`src/rtl/sfr_pkg.sv`:
```
// ----------------------------------------------------------------------------
// sfr_pkg
// Shared constants and controller/datapath link types for the frame receiver.
// ----------------------------------------------------------------------------
package sfr_pkg;

    localparam int BUF_DEPTH = 16;
    localparam int IDX_W     = $clog2(BUF_DEPTH);
    localparam int CNT_W     = $clog2(BUF_DEPTH + 1);
    localparam int RAM_DEPTH = 2 * BUF_DEPTH;
    localparam int CMP_W     = 6;

    localparam int CFG_IDX_W = 2;
    localparam logic [CFG_IDX_W-1:0] CFG_HEADER = 2'd0;
    localparam logic [CFG_IDX_W-1:0] CFG_MIN    = 2'd1;
    localparam logic [CFG_IDX_W-1:0] CFG_MAX    = 2'd2;

    localparam logic [7:0] HEADER_RST = 8'h55;
    localparam logic [3:0] MIN_RST    = 4'd3;
    localparam logic [3:0] MAX_RST    = 4'd7;

    localparam logic [0:0] REQ_BYTE = 1'b0;
    localparam logic [0:0] REQ_POLL = 1'b1;

    typedef struct packed {
        logic take_byte;
        logic write_hdr1;
        logic start_poll;
        logic empty_poll;
        logic load_out;
        logic advance;
    } sfr_cmd_t;

    typedef struct packed {
        logic entering;
        logic pending;
        logic last;
    } sfr_status_t;

endpackage

```
`src/rtl/sfr_ram.sv`:
```
// ----------------------------------------------------------------------------
// sfr_ram
// Generic single write port RAM with one registered read port.
// ----------------------------------------------------------------------------
module sfr_ram #(
    parameter int WIDTH = 8,
    parameter int DEPTH = 32
) (
    input  logic                     clk,
    input  logic                     we,
    input  logic [$clog2(DEPTH)-1:0] waddr,
    input  logic [WIDTH-1:0]         wdata,
    input  logic [$clog2(DEPTH)-1:0] raddr,
    output logic [WIDTH-1:0]         rdata
);

    logic [WIDTH-1:0] mem [DEPTH];

    always_ff @(posedge clk)
    begin
        if (we)
        begin
            mem[waddr] <= wdata;
        end
        rdata <= mem[raddr];
    end

endmodule

```
`src/rtl/sfr_datapath.sv`:
```
// ----------------------------------------------------------------------------
// sfr_datapath
// Frame state, configuration registers, double-banked frame store and
// result registers.
// ----------------------------------------------------------------------------
module sfr_datapath
    import sfr_pkg::*;
(
    input  logic                 clk,
    input  logic                 rst_n,
    input  sfr_cmd_t             cmd,
    output sfr_status_t          status,
    input  logic                 cfg_wr,
    input  logic [CFG_IDX_W-1:0] cfg_index,
    input  logic [7:0]           cfg_data,
    input  logic [0:0]           req_type,
    input  logic [7:0]           rx_byte,
    output logic                 frame_ready,
    output logic [7:0]           frame_byte,
    output logic [3:0]           byte_index,
    output logic                 last
);

    logic [7:0]       header_reg, header_next;
    logic [3:0]       min_reg, min_next;
    logic [3:0]       max_reg, max_next;
    logic             hc_reg, hc_next;
    logic             in_frame_reg, in_frame_next;
    logic [CNT_W-1:0] bc_reg, bc_next;
    logic [3:0]       fl_reg, fl_next;
    logic [CNT_W-1:0] held_reg, held_next;
    logic             pending_reg, pending_next;
    logic             wb_reg, wb_next;
    logic [IDX_W-1:0] idx_reg, idx_next;
    logic             flag_reg, flag_next;
    logic [7:0]       byte_reg, byte_next;

    logic                         ram_we;
    logic [$clog2(RAM_DEPTH)-1:0] ram_waddr;
    logic [7:0]                   ram_wdata;
    logic [$clog2(RAM_DEPTH)-1:0] ram_raddr;
    logic [7:0]                   ram_rdata;

    logic [CNT_W-1:0] bc_inc;
    logic [CNT_W-1:0] held_last;
    logic [3:0]       fl_eff;
    logic             len_bad;
    logic             is_len_pos;

    sfr_ram #(
        .WIDTH (8),
        .DEPTH (RAM_DEPTH)
    ) u_ram (
        .clk   (clk),
        .we    (ram_we),
        .waddr (ram_waddr),
        .wdata (ram_wdata),
        .raddr (ram_raddr),
        .rdata (ram_rdata)
    );

    // held frame lives in the bank not being written
    assign ram_raddr = {~wb_reg, idx_reg};

    assign bc_inc     = bc_reg + 1'b1;
    assign held_last  = held_reg - 1'b1;
    assign is_len_pos = (bc_reg == CNT_W'(3));
    assign len_bad    = (rx_byte < {4'b0, min_reg}) || (rx_byte > {4'b0, max_reg})
                        || (rx_byte > 8'(BUF_DEPTH - 3));
    assign fl_eff     = is_len_pos ? rx_byte[3:0] : fl_reg;

    assign status.entering = !in_frame_reg && hc_reg && (rx_byte == header_reg)
                             && (req_type == REQ_BYTE);
    assign status.pending  = pending_reg;
    assign status.last     = !flag_reg || (idx_reg == held_last[IDX_W-1:0]);

    assign frame_ready = flag_reg;
    assign frame_byte  = byte_reg;
    assign byte_index  = 4'(idx_reg);
    assign last        = status.last;

    always_comb
    begin
        header_next   = header_reg;
        min_next      = min_reg;
        max_next      = max_reg;
        hc_next       = hc_reg;
        in_frame_next = in_frame_reg;
        bc_next       = bc_reg;
        fl_next       = fl_reg;
        held_next     = held_reg;
        pending_next  = pending_reg;
        wb_next       = wb_reg;
        idx_next      = idx_reg;
        flag_next     = flag_reg;
        byte_next     = byte_reg;
        ram_we        = 1'b0;
        ram_waddr     = {wb_reg, IDX_W'(0)};
        ram_wdata     = header_reg;

        if (cfg_wr)
        begin
            case (cfg_index)
                CFG_HEADER: header_next = cfg_data;
                CFG_MIN:    min_next    = cfg_data[3:0];
                CFG_MAX:    max_next    = cfg_data[3:0];
                default:    ;
            endcase
        end

        if (cmd.take_byte)
        begin
            if (!in_frame_reg)
            begin
                if (rx_byte == header_reg)
                begin
                    if (hc_reg)
                    begin
                        // second header byte: byte 0 now, byte 1 next cycle
                        hc_next       = 1'b0;
                        in_frame_next = 1'b1;
                        bc_next       = CNT_W'(2);
                        ram_we        = 1'b1;
                        ram_waddr     = {wb_reg, IDX_W'(0)};
                        ram_wdata     = header_reg;
                    end
                    else
                    begin
                        hc_next = 1'b1;
                    end
                end
                else
                begin
                    hc_next = 1'b0;
                    bc_next = '0;
                end
            end
            else if (bc_reg >= CNT_W'(BUF_DEPTH))
            begin
                in_frame_next = 1'b0;
            end
            else
            begin
                ram_we    = 1'b1;
                ram_waddr = {wb_reg, bc_reg[IDX_W-1:0]};
                ram_wdata = rx_byte;
                bc_next   = bc_inc;
                if (is_len_pos && len_bad)
                begin
                    fl_next       = 4'd3;
                    in_frame_next = 1'b0;
                end
                else
                begin
                    fl_next = fl_eff;
                    if ((CMP_W'(bc_inc) >= CMP_W'(4))
                        && (CMP_W'(bc_inc) >= CMP_W'(fl_eff) + CMP_W'(3)))
                    begin
                        in_frame_next = 1'b0;
                        if (!pending_reg)
                        begin
                            pending_next = 1'b1;
                            held_next    = bc_inc;
                            wb_next      = ~wb_reg;
                        end
                    end
                end
            end
        end

        if (cmd.write_hdr1)
        begin
            ram_we    = 1'b1;
            ram_waddr = {wb_reg, IDX_W'(1)};
            ram_wdata = header_reg;
        end

        if (cmd.start_poll)
        begin
            pending_next = 1'b0;
            idx_next     = '0;
            flag_next    = 1'b1;
        end

        if (cmd.empty_poll)
        begin
            idx_next  = '0;
            flag_next = 1'b0;
            byte_next = '0;
        end

        if (cmd.load_out)
        begin
            byte_next = ram_rdata;
        end

        if (cmd.advance)
        begin
            idx_next = idx_reg + 1'b1;
        end
    end

    always_ff @(posedge clk or negedge rst_n)
    begin
        if (!rst_n)
        begin
            header_reg   <= HEADER_RST;
            min_reg      <= MIN_RST;
            max_reg      <= MAX_RST;
            hc_reg       <= 1'b0;
            in_frame_reg <= 1'b0;
            bc_reg       <= '0;
            fl_reg       <= '0;
            held_reg     <= '0;
            pending_reg  <= 1'b0;
            wb_reg       <= 1'b0;
            idx_reg      <= '0;
            flag_reg     <= 1'b0;
        end
        else
        begin
            header_reg   <= header_next;
            min_reg      <= min_next;
            max_reg      <= max_next;
            hc_reg       <= hc_next;
            in_frame_reg <= in_frame_next;
            bc_reg       <= bc_next;
            fl_reg       <= fl_next;
            held_reg     <= held_next;
            pending_reg  <= pending_next;
            wb_reg       <= wb_next;
            idx_reg      <= idx_next;
            flag_reg     <= flag_next;
        end
    end

    always_ff @(posedge clk)
    begin
        byte_reg <= byte_next;
    end

    a_held_range: assert property (@(posedge clk) disable iff (!rst_n)
        pending_reg |-> (held_reg >= CNT_W'(4)) && (held_reg <= CNT_W'(BUF_DEPTH)))
        else $error("held frame length out of range");

    a_frame_count: assert property (@(posedge clk) disable iff (!rst_n)
        in_frame_reg |-> (bc_reg >= CNT_W'(2)) && (bc_reg < CNT_W'(BUF_DEPTH)))
        else $error("byte count out of range inside a frame");

    a_bank_swap: assert property (@(posedge clk) disable iff (!rst_n)
        (wb_reg != $past(wb_reg)) |-> $rose(pending_reg))
        else $error("bank swapped without a newly held frame");

endmodule

```
`src/rtl/sfr_ctrl.sv`:
```
// ----------------------------------------------------------------------------
// sfr_ctrl
// Controller: input and output handshakes and the poll readout sequence.
// ----------------------------------------------------------------------------
module sfr_ctrl
    import sfr_pkg::*;
(
    input  logic        clk,
    input  logic        rst_n,
    input  logic        in_valid,
    output logic        in_ready,
    input  logic [0:0]  req_type,
    output logic        out_valid,
    input  logic        out_ready,
    input  sfr_status_t status,
    output sfr_cmd_t    cmd
);

    localparam logic [2:0] S_IDLE = 3'd0;
    localparam logic [2:0] S_HDR1 = 3'd1;
    localparam logic [2:0] S_READ = 3'd2;
    localparam logic [2:0] S_LOAD = 3'd3;
    localparam logic [2:0] S_SHOW = 3'd4;

    logic [2:0] state_reg, state_next;

    always_comb
    begin
        state_next = state_reg;
        cmd        = '0;
        in_ready   = 1'b0;
        out_valid  = 1'b0;
        case (state_reg)
            S_IDLE:
            begin
                in_ready = 1'b1;
                if (in_valid)
                begin
                    if (req_type == REQ_BYTE)
                    begin
                        cmd.take_byte = 1'b1;
                        if (status.entering)
                        begin
                            state_next = S_HDR1;
                        end
                    end
                    else if (status.pending)
                    begin
                        cmd.start_poll = 1'b1;
                        state_next     = S_READ;
                    end
                    else
                    begin
                        cmd.empty_poll = 1'b1;
                        state_next     = S_SHOW;
                    end
                end
            end
            S_HDR1:
            begin
                cmd.write_hdr1 = 1'b1;
                state_next     = S_IDLE;
            end
            S_READ:
            begin
                state_next = S_LOAD;
            end
            S_LOAD:
            begin
                cmd.load_out = 1'b1;
                state_next   = S_SHOW;
            end
            S_SHOW:
            begin
                out_valid = 1'b1;
                if (out_ready)
                begin
                    if (status.last)
                    begin
                        state_next = S_IDLE;
                    end
                    else
                    begin
                        cmd.advance = 1'b1;
                        state_next  = S_READ;
                    end
                end
            end
            default:
            begin
                state_next = S_IDLE;
            end
        endcase
    end

    always_ff @(posedge clk or negedge rst_n)
    begin
        if (!rst_n)
        begin
            state_reg <= S_IDLE;
        end
        else
        begin
            state_reg <= state_next;
        end
    end

    a_hdr1_once: assert property (@(posedge clk) disable iff (!rst_n)
        (state_reg == S_HDR1) |=> (state_reg == S_IDLE))
        else $error("second header write not followed by idle");

    a_no_overlap: assert property (@(posedge clk) disable iff (!rst_n)
        out_valid |-> !in_ready)
        else $error("item taken while a result is shown");

    a_load_before_show: assert property (@(posedge clk) disable iff (!rst_n)
        (state_reg == S_READ) |=> (state_reg == S_LOAD) ##1 (state_reg == S_SHOW))
        else $error("readout sequence broken");

endmodule

```
`src/rtl/servo_frame_receiver_core.sv`:
```
// ----------------------------------------------------------------------------
// servo_frame_receiver_core
// Deframer for packets opened by two equal header bytes, with a one-frame
// holding buffer that is emptied by a poll.
// ----------------------------------------------------------------------------
// in channel (in_valid/in_ready): req_type 0 carries a received byte in
//   rx_byte and gives no result; req_type 1 is a poll.
// out channel (out_valid/out_ready): a poll gives one result per held byte
//   (frame_ready 1, last on the final one), or one result with frame_ready 0
//   when no frame is pending.
// cfg channel (cfg_valid/cfg_ready): index 0 header byte, 1 min length,
//   2 max length; always ready, write only while the block is idle.
// a received byte is accepted in idle; the second header byte is followed by
//   a state that writes header byte 1, as the frame store has a single write port.
// a poll with a frame pending passes through the read, load and show states
//   for its first result and again for each further one once the previous is
//   taken (address, registered read, show); a poll with nothing pending gives
//   its single result in the cycle after acceptance.
// one item at a time: no item is accepted until the poll's last result is
//   taken; while out_ready is low the result holds and nothing moves.
// reset restores the register defaults and clears all frame state; the frame
//   store and the output byte register are not cleared and need no clearing pass.
// ----------------------------------------------------------------------------
module servo_frame_receiver_core
    import sfr_pkg::*;
(
    input  logic                 clk,
    input  logic                 rst_n,
    input  logic                 in_valid,
    output logic                 in_ready,
    input  logic [0:0]           req_type,
    input  logic [7:0]           rx_byte,
    output logic                 out_valid,
    input  logic                 out_ready,
    output logic                 frame_ready,
    output logic [7:0]           frame_byte,
    output logic [3:0]           byte_index,
    output logic                 last,
    input  logic                 cfg_valid,
    output logic                 cfg_ready,
    input  logic [CFG_IDX_W-1:0] cfg_index,
    input  logic [7:0]           cfg_data
);

    sfr_cmd_t    cmd;
    sfr_status_t status;

    assign cfg_ready = 1'b1;

    sfr_ctrl u_ctrl (
        .clk       (clk),
        .rst_n     (rst_n),
        .in_valid  (in_valid),
        .in_ready  (in_ready),
        .req_type  (req_type),
        .out_valid (out_valid),
        .out_ready (out_ready),
        .status    (status),
        .cmd       (cmd)
    );

    sfr_datapath u_datapath (
        .clk         (clk),
        .rst_n       (rst_n),
        .cmd         (cmd),
        .status      (status),
        .cfg_wr      (cfg_valid & cfg_ready),
        .cfg_index   (cfg_index),
        .cfg_data    (cfg_data),
        .req_type    (req_type),
        .rx_byte     (rx_byte),
        .frame_ready (frame_ready),
        .frame_byte  (frame_byte),
        .byte_index  (byte_index),
        .last        (last)
    );

endmodule

```
`config.mk`:
```
export PLATFORM = sky130hd
export DESIGN_NAME = servo_frame_receiver_core
export DESIGN_NICKNAME = d
export VERILOG_FILES = /design/src/rtl/sfr_pkg.sv /design/src/rtl/sfr_ram.sv /design/src/rtl/sfr_datapath.sv /design/src/rtl/sfr_ctrl.sv /design/src/rtl/servo_frame_receiver_core.sv
export SDC_FILE = /design/constraint.sdc
export NUM_CORES = 1
export LEC_CHECK = 0
export ABC_AREA = 1
export ABC_CLOCK_PERIOD_IN_PS = 2800
export BUFFER_PORTS_ARGS = -buffer_cell sky130_fd_sc_hd__buf_4
export CORE_ASPECT_RATIO = 1.2
export CORE_MARGIN = 8
export CORE_UTILIZATION = 46
export DETAILED_ROUTE_END_ITERATION = 10
export MAX_ROUTING_LAYER = met4
export PLACE_DENSITY_LB_ADDON = 0.2
export SLEW_MARGIN = 20
export SYNTH_ARGS = -nofsm -noshare
export SYNTH_HDL_FRONTEND = slang
export SYNTH_SLANG_ARGS = --single-unit
```
`constraint.sdc`:
```
create_clock -name clk -period 2.8 [get_ports clk]
set_input_delay 0.42 -clock clk [delete_from_list [all_inputs] [get_ports clk]]
set_output_delay 0.42 -clock clk [all_outputs]
set_load 0.05 [all_outputs]
```
Word level (Yosys, flattened, before mapping)
Memory sizes are Yosys's and may differ from the RTL's. A register that Yosys moved wholly into a read port is not among the register bits. Cells that the tools add are included.

Input bits: 24. Register bits after elaboration: 49. Logic and storage cells: 137. Output and inout bits: 17. Bits in writable memories: 256. Memories: 1.

Bitwise gates (word level): 6. $lt $le $gt $ge: 6. Mux-type cells: 63. Reduce and logical (&&, ||, !) cells: 27. Add/sub/neg operators: 4. Equal/unequal tests: 16.

Memory list: u_datapath.u_ram.mem (depth 32, width 8, rd ports 1, clocked after Yosys merged registers in 1, wr ports 1, line sfr_ram.sv:17) `logic [WIDTH-1:0] mem [DEPTH];`.

Operator list (number): 8-bit two-way mux (6); 4-bit two-way mux (9); 1-bit two-way mux (34); 5-bit two-way mux (4); 3-bit two-way mux (5); 3-bit case mux with 4 select lines (1); 2-bit inequality test (second input constant) (5); 2-bit nonzero test (5); 3-bit AND reduction (3); 8-bit equality test (1); 8-bit by 4-bit > comparator with 1-bit output (1); 8-bit by 4-bit > comparator with 1-bit output (second input constant) (1); 8-bit by 4-bit less-than comparator with 1-bit output (1); 2-bit two-way mux (4); 2-bit AND reduction (4); 3-bit by 2-bit equality test with 1-bit output (second input constant) (2); 1-bit NOT (6); 6-bit AND reduction (1); 4-bit by 2-bit adder with 5-bit output (second input constant) (1); 5-bit by 1-bit adder with 5-bit output (second input constant) (1); 5-bit by 2-bit equality test with 1-bit output (second input constant) (1); 5-bit by 3-bit greater-or-equal comparator with 1-bit output (second input constant) (1); 5-bit greater-or-equal comparator (1); 5-bit greater-or-equal comparator (second input constant) (1); other kinds (16) (23).

Depth between registers and ports, before layout
Depth in word-level cells: 11. Gate-level depth with buffers: 19. Depth with buffers taken out: 18.

By module
Synthesis repeated with hierarchy kept, for this count alone.

Cells, all modules: 1325. Area, all modules: 13942.1 um^2.

By module, submodules not included: sfr_ram (instances 1, area each 10786.6 um^2, cells an instance 922, sequential area each 7847.5 um^2); sfr_datapath (instances 1, area each 2864.0 um^2, cells an instance 359, sequential area each 1202.4 um^2); sfr_ctrl (instances 1, area each 280.3 um^2, cells an instance 42, sequential area each 75.1 um^2); servo_frame_receiver_core (instances 1, area each 11.3 um^2, cells an instance 2, sequential area each 0.0 um^2).

Worst setup path after synthesis
No wires, ideal clock.

Kind: reg-to-reg. Start: reg u_ctrl.state_reg[0]. End: mem u_datapath.u_ram.mem[0][2], data pin. Library setup time: 0.454 ns. Slack: -0.028 ns. Required time: 2.346 ns. Arrival: 2.374 ns. Stages on the path, launching flop included: 7. Path buffers: 1. Clock period less this slack: 2.828 ns. Path through: dfrtp_1 > inv_2 > nand3_2 > nor3_4 > nand2_4 > clkbuf_1 > o21ai_0.

Word-level cells in the longest chain between the ends: 4. Elaborated cells on any way between the ends: 6. Classes of those cells: 1 x eq/ne; 4 x mux; 1 x reduce/logical.

Ends and longest elaborated chain: start, declared (line sfr_ctrl.sv:25) `logic [2:0] state_reg, state_next;`; start signal, assigned (line sfr_ctrl.sv:104) `state_reg <= state_next;`; 3-bit logical NOT (line sfr_ctrl.sv:33) `case (state_reg)`; 1-bit two-way mux (line sfr_ctrl.sv:33); 8-bit two-way mux (line sfr_datapath.sv:111) `if (cmd.take_byte)`; 8-bit two-way mux * (line sfr_datapath.sv:171) `if (cmd.write_hdr1)`; named net u_datapath.ram_wdata[2] (line sfr_datapath.sv:40) `logic [7:0] ram_wdata;`; end, declared (line sfr_ram.sv:17).

The timed path passes the listed nets; every way through them passes the cells marked *.

Worst setup path in the final report
Start: reg u_datapath.bc_reg[3]. End: reg u_datapath.held_reg[2].

Word-level cells in the longest chain between the ends: 6. Elaborated cells on any way between the ends: 12. Classes of those cells: 2 x add/sub; 3 x order compare; 1 x eq/ne; 1 x mux; 2 x bitwise; 3 x reduce/logical.

Ends and longest elaborated chain: start, declared (line sfr_datapath.sv:29) `logic [CNT_W-1:0] bc_reg, bc_next;`; start signal, assigned (line sfr_datapath.sv:227) `bc_reg <= bc_next;`; 5-bit by 2-bit equality test with 1-bit output (line sfr_datapath.sv:67) `assign is_len_pos = (bc_reg == CNT_W'(3));`; 4-bit two-way mux (line sfr_datapath.sv:70) `assign fl_eff = is_len_pos ? rx_byte[3:0] : fl_reg;`; 4-bit by 2-bit adder with 5-bit output (line sfr_datapath.sv:157) `&& (CMP_W'(bc_inc) >= CMP_W'(fl_eff) + CMP_W'(3)))`; 5-bit greater-or-equal comparator (line sfr_datapath.sv:157); 1-bit logical AND (line sfr_datapath.sv:157); 6-bit AND reduction (no source line) *; end signal, assigned (line sfr_datapath.sv:229) `held_reg <= held_next;`; end, declared (line sfr_datapath.sv:31) `logic [CNT_W-1:0] held_reg, held_next;`.

Mark *: on every way between the ends. The rest lies on a longest branch, timed or not. A chain may end at the register's enable or synchronous reset.

==> results_dict.tcl <==
set metrics [dict create \
    status "finished clean" \
    clk_pin_slew_ns 0.06 \
    clock_sinks 313 \
    start_kind "flip-flop" \
    grt_max_degree 106 \
    drt_iter0_drc 767 \
    wire_per_inst_um 18.6 \
    placedCellCount 1726 \
    vias 9399 \
    power_density_nw_per_um2 856 \
    finalWorstSetupSlack_ns 0.181 \
    drive_gt1_frac 0.140 \
    area.growth.synth_to_final_pct 13.7 \
    power.internal_uw 8910 \
    clk_path_buf_depth 3 \
    arrival_ns 3.05 \
    cts_htree_levels 1 \
    r2r_cells 15 \
    io_buffers 39 \
    final_cell_mix "nand2_1 (413), edfxtp_1 (264), nand3_1 (196)" \
    criticalPathCategory "reg -> reg" \
    clockPowerShare 0.302 \
    finalHoldViolations 0 \
    pwr-share-seq 0.420 \
    cp_max_fo 10 \
    gp_congestion 0.862 \
    skew_ns 0.0212 \
    ys_top_cells_by_area "edfxtp_1 (57%), nand2_1 (11%), nand3_1 (7.1%)" \
    dpl-instance-area_um2 14700 \
    cts_tree "done" \
    syn-cell-area_um2 13800 \
    drt_pre_antenna_iters 5 \
    grt_overflow 0 \
    cp-end-kind "flip-flop" \
    ys_seq_elements 313 \
    p_comb_frac 0.278 \
    rsz0062_at_grt "false" \
    final.min_clock_period_ns 2.62 \
    ant_nets 0 \
    diodes 0 \
    worstMarginPinSlew_ns 0.777 \
    synth_top_area_frac 0.574 \
    ir_drop_v 0.000531 \
    whs_path_depth 2 \
    dp_hpwl_mm 20.7 \
    pin_count 41 \
    grt_util_all_layers 0.186 \
    grt_pass1_wl_mm 50.5 \
    routed_wirelength_mm 33.2 \
    synth_warnings 0 \
    start_util 0.467 \
    power_switching_uw 4540 \
    synth_fp_nets 1353 \
    fmax_ghz 0.382 \
    ys_seq_area_frac 0.660 \
    antenna_found_initial 0 \
    final_area_um2 15700 \
    worstPathRequired_ns 3.23 \
    viasPerCell 5.26 \
    post-route-period-util 0.935 \
    finalSetupViolCount 0 \
    hp-class "in -> reg" \
    fin_cells 1786 \
    coreArea_um2 29600 \
    cts_root_buffer "clkbuf_16" \
    post-place-ws_ns 0.111 \
    fin_nets 1413 \
    p_leak_uw 0.00618 \
    final_common_cell "nand2_1" \
    grt_pass1_vias 9088 \
    drv_slew 0 \
    synth.distinct_cells 42 \
    die-height_um 206 \
    syn_inst 1312 \
    synth_area_per_cell_um2 10.5 \
    drcViolationCount 0 \
    die_x_um 174 \
    swShare 0.337 \
    relSlewSlack 0.482 \
    design.die.area_um2 35900 \
    yosys.area.top_type "edfxtp_1" \
    largest_reg_flops 256 \
    maxCapViolations 0 \
    placementRows 69 \
    numCtsBuffers 31 \
    worstSkewPairLatency_ns 0.56 \
    largest_register "u_datapath.u_ram.mem" \
]
## critical path: stages (launching register included)
cell and delay (ns):
dfrtp_1 0.44, inv_2 0.16, nand4_4 0.16, o21ai_2 0.20, inv_1 0.08, ha_1 0.22
nand3b_1 0.16, ha_1 0.31, and3_1 0.15, nand2_1 0.05, nand2_1 0.06, nand2_1 0.08
nor2_2 0.16, nand2_4 0.11, nand2_1 0.08, o21ai_1 0.05
## synthesized netlist by cell type (all sizes together)
cell	instances
nand2	420
edfxtp	264
nand3	197
nor2	85
inv	77
buf	60
a21oi	56
o21ai	38
dfrtp	32
ha	17
dfstp	9
xor2	9
dfxtp	8
o31ai	8
nand4	6
clkbuf	5
nor3	5
xnor2	4
clkinv	3
o21a	2
o21bai	2
and2	1
and3	1
conb	1
mux2	1
nand3b	1
## kinds of logic after synthesis
kind of cell	share of synthesized area
other	0.000271
flip-flops	0.660
adder cells (fa/ha/maj)	0.0154
AO/OA/AOI/OAI	0.0425
XOR/XNOR	0.00824
buffers and inverters	0.0508
multiplexers	0.000815
AND/OR/NAND/NOR	0.222
## final timing paths
path	startpoint	end	slack, ns
setup reg to reg	u_datapath.bc_reg[3]	u_datapath.held_reg[2]	0.18
setup / recovery	u_datapath.bc_reg[3]	u_datapath.held_reg[2]	0.18
hold reg to reg	u_datapath.max_reg[3]	u_datapath.max_reg[3]	0.49
min in group asynchronous	rst_n	u_ctrl.state_reg[1]	0.39
max in group asynchronous	rst_n	u_datapath.byte_index[0]	2.00
hold / removal	cfg_data[4]	u_datapath.header_reg[4]	0.1
## metal layers
layer  vias up  global-route usage  wire [um]
li1       4575                   -          -
met1      4480               0.215      13100
met2       283               0.329      17100
met3        61              0.0238       1870
met4         0              0.0682       1130
met5         -                   -          0
## power groups by stage
stage / registers [uW] / logic, uW / clock network, uW
finish: 5650 / 3740 / 4060
global placement: 5740 / 3710 / 0
detailed placement: 5750 / 3760 / 0
floorplan: 5780 / 2590 / 0
global route: 5670 / 4150 / 4310
CTS: 5650 / 3770 / 4120
## what timing repair did
action,CTS,global route
hold endpoints to repair,32,0
hold buffers,1,0
setup buffers,0,1
gates resized for setup,0,6
endpoints found under the setup margin,0,6
## through the flow
step,total power [uW],TNS [ns],hold WS [ns],util
finish,13400,0,0.0980,0.531
global route,14100,0,0.0892,0.531
CTS,13500,0,0.0832,0.529
detailed placement,9510,0,0.447,0.496
global placement,9450,0,0.445,0.496
floorplan,8380,-4.53,0.124,-
## layout make-up
class,count,area (um2)
clock buffers,39,826
multi-input cells,855,4050
fillers,2611,13900
flip-flops and latches,313,9130
clock inverters,18,165
well taps,390,488
inverters,80,304
repair buffers,91,748
Note: power is estimated with default switching activity, not from simulation.
